===== config.mk =====
export PLATFORM = sky130hd
export DESIGN_NAME = lssd_ctrl
export DESIGN_NICKNAME = d
export VERILOG_FILES = /design/src/lssd_pkg.sv /design/src/lssd_ctrl.sv
export SDC_FILE = /design/constraint.sdc
export NUM_CORES = 1
export LEC_CHECK = 0
export ABC_CLOCK_PERIOD_IN_PS = 4900
export BUFFER_PORTS_ARGS = -buffer_cell sky130_fd_sc_hd__buf_4
export CAP_MARGIN = 10
export CORE_MARGIN = 5
export CORE_UTILIZATION = 30
export CTS_CLUSTER_SIZE = 40
export DETAILED_ROUTE_END_ITERATION = 10
export SYNTH_ARGS = -nofsm -noshare
export SYNTH_HDL_FRONTEND = slang
export SYNTH_SLANG_ARGS = --single-unit

===== constraint.sdc =====
create_clock -name clock -period 4.9 [get_ports clock]
set_input_delay 0.98 -clock clock [delete_from_list [all_inputs] [get_ports clock]]
set_output_delay 0.98 -clock clock [all_outputs]
set_load 0.02 [all_outputs]

===== src/lssd_pkg.sv =====
`timescale 1ns / 1ps

package lssd_pkg;

   typedef enum logic [1:0] {
      OP_PUSH   = 2'd0,
      OP_POP    = 2'd1,
      OP_SEARCH = 2'd2,
      OP_DELETE = 2'd3
   } op_type;

   typedef enum logic [1:0] {
      STAT_OK       = 2'd0,
      STAT_FULL     = 2'd1,
      STAT_EMPTY    = 2'd2,
      STAT_NOTFOUND = 2'd3
   } status_type;

   typedef enum logic [2:0] {
      ST_IDLE,
      ST_EXEC,
      ST_POP,
      ST_SCAN,
      ST_SHIFT,
      ST_DONE
   } state_type;

   typedef enum logic [1:0] {
      RD_PTR,
      RD_DN,
      RD_UP,
      RD_UP2
   } rd_sel_type;

   typedef enum logic [1:0] {
      WR_NONE,
      WR_PUSH,
      WR_SHIFT
   } wr_sel_type;

   typedef enum logic [1:0] {
      OCC_HOLD,
      OCC_INC,
      OCC_DEC
   } occ_op_type;

   typedef enum logic [1:0] {
      PTR_HOLD,
      PTR_DEC,
      PTR_INC
   } ptr_op_type;

   typedef enum logic [2:0] {
      RES_NONE,
      RES_FULL,
      RES_EMPTY,
      RES_NOTFOUND,
      RES_PUSHED,
      RES_POP,
      RES_FOUND,
      RES_DELETED
   } res_kind_type;

   typedef struct packed {
      logic         capture;
      logic         rd_en;
      rd_sel_type   rd_sel;
      wr_sel_type   wr_sel;
      occ_op_type   occ_op;
      ptr_op_type   ptr_op;
      res_kind_type res_kind;
      logic         emit;
   } cmd_type;

   typedef struct packed {
      op_type opcode;
      logic   full;
      logic   empty;
      logic   match;
      logic   ptr_bottom;
      logic   ptr_top;
      logic   shift_last;
      logic   out_free;
   } stat_type;

endpackage


===== src/lssd_ctrl.sv =====
`timescale 1ns / 1ps

module lssd_ctrl import lssd_pkg::*; (
   input  logic     clock,
   input  logic     reset,
   input  logic     req_valid,
   output logic     req_stall,
   input  stat_type stat,
   output cmd_type  cmd
);

   state_type state_ff, state_in;

   always_ff @(posedge clock) begin
      if (reset) begin
         state_ff <= ST_IDLE;
      end else begin
         state_ff <= state_in;
      end
   end

   always_comb begin
      state_in     = state_ff;
      cmd.capture  = 1'b0;
      cmd.rd_en    = 1'b0;
      cmd.rd_sel   = RD_PTR;
      cmd.wr_sel   = WR_NONE;
      cmd.occ_op   = OCC_HOLD;
      cmd.ptr_op   = PTR_HOLD;
      cmd.res_kind = RES_NONE;
      cmd.emit     = 1'b0;
      req_stall    = 1'b1;
      case (state_ff)
         ST_IDLE: begin
            req_stall = 1'b0;
            if (req_valid) begin
               cmd.capture = 1'b1;
               state_in    = ST_EXEC;
            end
         end
         ST_EXEC: begin
            case (stat.opcode)
               OP_PUSH: begin
                  if (stat.full) begin
                     cmd.res_kind = RES_FULL;
                  end else begin
                     cmd.wr_sel   = WR_PUSH;
                     cmd.occ_op   = OCC_INC;
                     cmd.res_kind = RES_PUSHED;
                  end
                  state_in = ST_DONE;
               end
               OP_POP: begin
                  if (stat.empty) begin
                     cmd.res_kind = RES_EMPTY;
                     state_in     = ST_DONE;
                  end else begin
                     cmd.rd_en  = 1'b1;
                     cmd.occ_op = OCC_DEC;
                     state_in   = ST_POP;
                  end
               end
               default: begin
                  if (stat.empty) begin
                     cmd.res_kind = RES_EMPTY;
                     state_in     = ST_DONE;
                  end else begin
                     cmd.rd_en = 1'b1;
                     state_in  = ST_SCAN;
                  end
               end
            endcase
         end
         ST_POP: begin
            cmd.res_kind = RES_POP;
            state_in     = ST_DONE;
         end
         ST_SCAN: begin
            if (stat.match) begin
               if (stat.opcode == OP_SEARCH) begin
                  cmd.res_kind = RES_FOUND;
                  state_in     = ST_DONE;
               end else if (stat.ptr_top) begin
                  cmd.occ_op   = OCC_DEC;
                  cmd.res_kind = RES_DELETED;
                  state_in     = ST_DONE;
               end else begin
                  cmd.rd_en  = 1'b1;
                  cmd.rd_sel = RD_UP;
                  state_in   = ST_SHIFT;
               end
            end else if (stat.ptr_bottom) begin
               cmd.res_kind = RES_NOTFOUND;
               state_in     = ST_DONE;
            end else begin
               cmd.rd_en  = 1'b1;
               cmd.rd_sel = RD_DN;
               cmd.ptr_op = PTR_DEC;
            end
         end
         ST_SHIFT: begin
            cmd.wr_sel = WR_SHIFT;
            cmd.ptr_op = PTR_INC;
            if (stat.shift_last) begin
               cmd.occ_op   = OCC_DEC;
               cmd.res_kind = RES_DELETED;
               state_in     = ST_DONE;
            end else begin
               cmd.rd_en  = 1'b1;
               cmd.rd_sel = RD_UP2;
            end
         end
         ST_DONE: begin
            if (stat.out_free) begin
               cmd.emit = 1'b1;
               state_in = ST_IDLE;
            end
         end
         default: begin
            state_in = ST_IDLE;
         end
      endcase
   end

endmodule


==> impl_metrics.yaml <==
run_status:
  outcome: "finished, final reports clean"
sta:
  period_share_pct: 65.3
  clock-skew-final_ns: 0.00501
  slew_viol_final: 0
  tightest_slew_ns: 0.465
  fmax_mhz: 312
  finalCriticalPeriod_ns: 3.20
  finalSetupTns_ns: 0
  setup_viol_count_final: 0
  hold_violations: 0
  slew_headroom_pct: 68.7
  rsz0062_at_grt: "no"
floorplan:
  initial_core_util_pct: 31.2
  die_area_mm2: 0.00241
  row_count: 14
  die_w_um: 49.1
  die_h_um: 49.1
  core_area_mm2: 0.00147
  ios: 27
clock_tree:
  cts_root_buffer: "clkbuf_4"
  postCtsHoldBufs: 0
  numCtsBuffers: 3
  clk_pin_slew_ns: 0.04
  cts_setup_buffers: 0
  cts-resized-gates: 0
  clk_path_buf_depth: 2
  htreeDepth: 1
  cts_sinks: 3
  clk_latency_ns: 0.23
  cts_tree: "yes"
route:
  vias: 581
  wl_per_cell_um: 11.7
  drc_errors: 0
  wl_um: 1300
  first_pass_iters: 4
  ant_nets: 0
  drt-initial-drc-count: 15
  via_per_inst: 5.23
setup_path:
  rr_worst_depth: 4
  endpoint: "cmd[3]"
  slowest_stage: "or4b_1"
  cp_slowest_stage_delay_ns: 0.50
  cp.required_ns: 3.92
  worstReg2RegStart: "state_ff[2]"
  startpoint_type: "input pin"
  crit_path_end_kind: "output port"
  cp.arrival_ns: 2.22
  rr_endpoint: "state_ff[0]"
  crit_type: "input pin to output port"
  crit_start: "stat[8]"
  crit_chain: "buf_4 > or4b_1 > or3_1 > o221ai_1 > buf_4"
  cp_common_cell: "buf_4"
  critPathMaxFanout: 5
  rrSetupSlack_ns: 3.13
logic_synthesis:
  syn-num-nets: 82
  synth-async-reset-ratio_pct: 0
  synth-main-ff-cell: "dfxtp_1"
  synth-seq-area-share_pct: 13.1
  ys_seq_elements: 3
  syn-mean-instance-area_um2: 6.56
  yosys.cell_types.count: 34
  syn_inst: 70
  synth_edf_count: 0
  synth_warnings: 0
  syn_area_um2: 459
finish:
  layout_common_cells: "buf_4 (26), nor2_1 (9), nand2_1 (7)"
  largest_reg_flops: 3
  fin_area_um2: 662
  final_common_cell: "buf_4"
  num-nets-final: 108
  regMostFlops: "state_ff"
  diodes: 0
  drive_gt1_share_pct: 33.7
  syn2layout_area_growth_pct: 44.1
  top_regs: "state_ff x3"
grt:
  antenna_found_initial: 0
  grt_use_total_pct: 11.4
  grt_first_pass_wirelength_um: 2240
  grt_pass1_vias: 526
  grt_overflow: 0
  grt_max_degree: 14
power:
  power_leakage_uw: 0.000349
  power_density_mw_per_mm2: 246
  ir_worst_vdd_mv: 0.0849
placement:
  place_area_um2: 636
  dp_hpwl_um: 1030
  placement.io_buffers: 26
  place_congestion: 0.740
min_path:
  hold-path-cell-count: 2
  min_path_type: "flip-flop to flip-flop"
flow_run:
  maxCapViolCount: 0
==> metal layers <==
metal	global-route usage, %	up-vias	routed length (µm)
li1	-	302	-
met3	1.83	2	60
met1	14.4	263	605
met2	17.8	14	618
met4	6.73	0	14
met5	0	-	0
==> metrics by stage <==
step | std cells | worst slack [ns] | utilization [%] | total power [µW] | hold WS [ns]
detailed placement | 107 | 1.69 | 43.2 | 119 | 0.648
global placement | 107 | 1.70 | 43.2 | 120 | 0.655
CTS | 111 | 1.69 | 45.0 | 165 | 0.658
global route | 111 | 1.63 | 45.0 | 179 | 0.721
finish | 111 | 1.70 | 45.0 | 163 | 0.671
floorplan | 70 | 1.91 | - | 87.1 | 0.610
==> cells by family (layout without fill, tap and decap cells) <==
| logic type | count (synthesis) | count (layout) | share of synthesized area, % |
|---|---|---|---|
| AO/OA/AOI/OAI | 20 | 20 | 28.9 |
| buffers and inverters | 10 | 35 | 12.5 |
| flip-flops | 3 | 3 | 13.1 |
| AND/OR/NAND/NOR | 37 | 37 | 45.5 |
==> cells in the mapped netlist (2+ instances only) <==
cell,count,area (µm²)
inv_1,5,18.8
nand2b_1,3,18.8
o21ai_0,5,25.0
or3_1,2,12.5
nor2b_1,2,12.5
nand2_1,7,26.3
dfxtp_1,3,60.1
nor2_1,9,33.8
a311oi_1,2,17.5
nor3_1,3,15.0
buf_6,2,22.5
a21oi_1,5,25.0
==> power breakdown <==
part	switching, µW	internal (µW)	total, µW
Clock	13.4	30.6	44.0
Combinational	44.5	38.3	82.7
Sequential	8.59	27.4	36.0
Total	66.5	96.3	163
==> how the worst min path moves through the flow <==
stage | start | end | slack (ns)
2_1_floorplan | state_ff[1] | state_ff[0] | 0.61
3_3_place_gp | state_ff[2] | state_ff[2] | 0.65
3_5_place_dp | state_ff[2] | state_ff[2] | 0.65
4_1_cts | state_ff[2] | state_ff[2] | 0.66
5_1_grt | state_ff[2] | state_ff[2] | 0.72
6_report | state_ff[2] | state_ff[2] | 0.67
==> critical path, delay by kind of cell <==
family          cells  cell delay (ns)
buf+inv             2             0.29
compound gates      1             0.09
simple gates        2             0.86
==> final cells by class <==
type / count / area [µm²]
Multi-Input combinational cell: 57 / 342
Inverter: 5 / 18.8
Timing Repair Buffer: 26 / 195
Sequential cell: 3 / 60.1
Fill cell: 155 / 810
Tap cell: 16 / 20.0
Clock buffer: 4 / 26.3
Power figures use the tool's default switching activity.
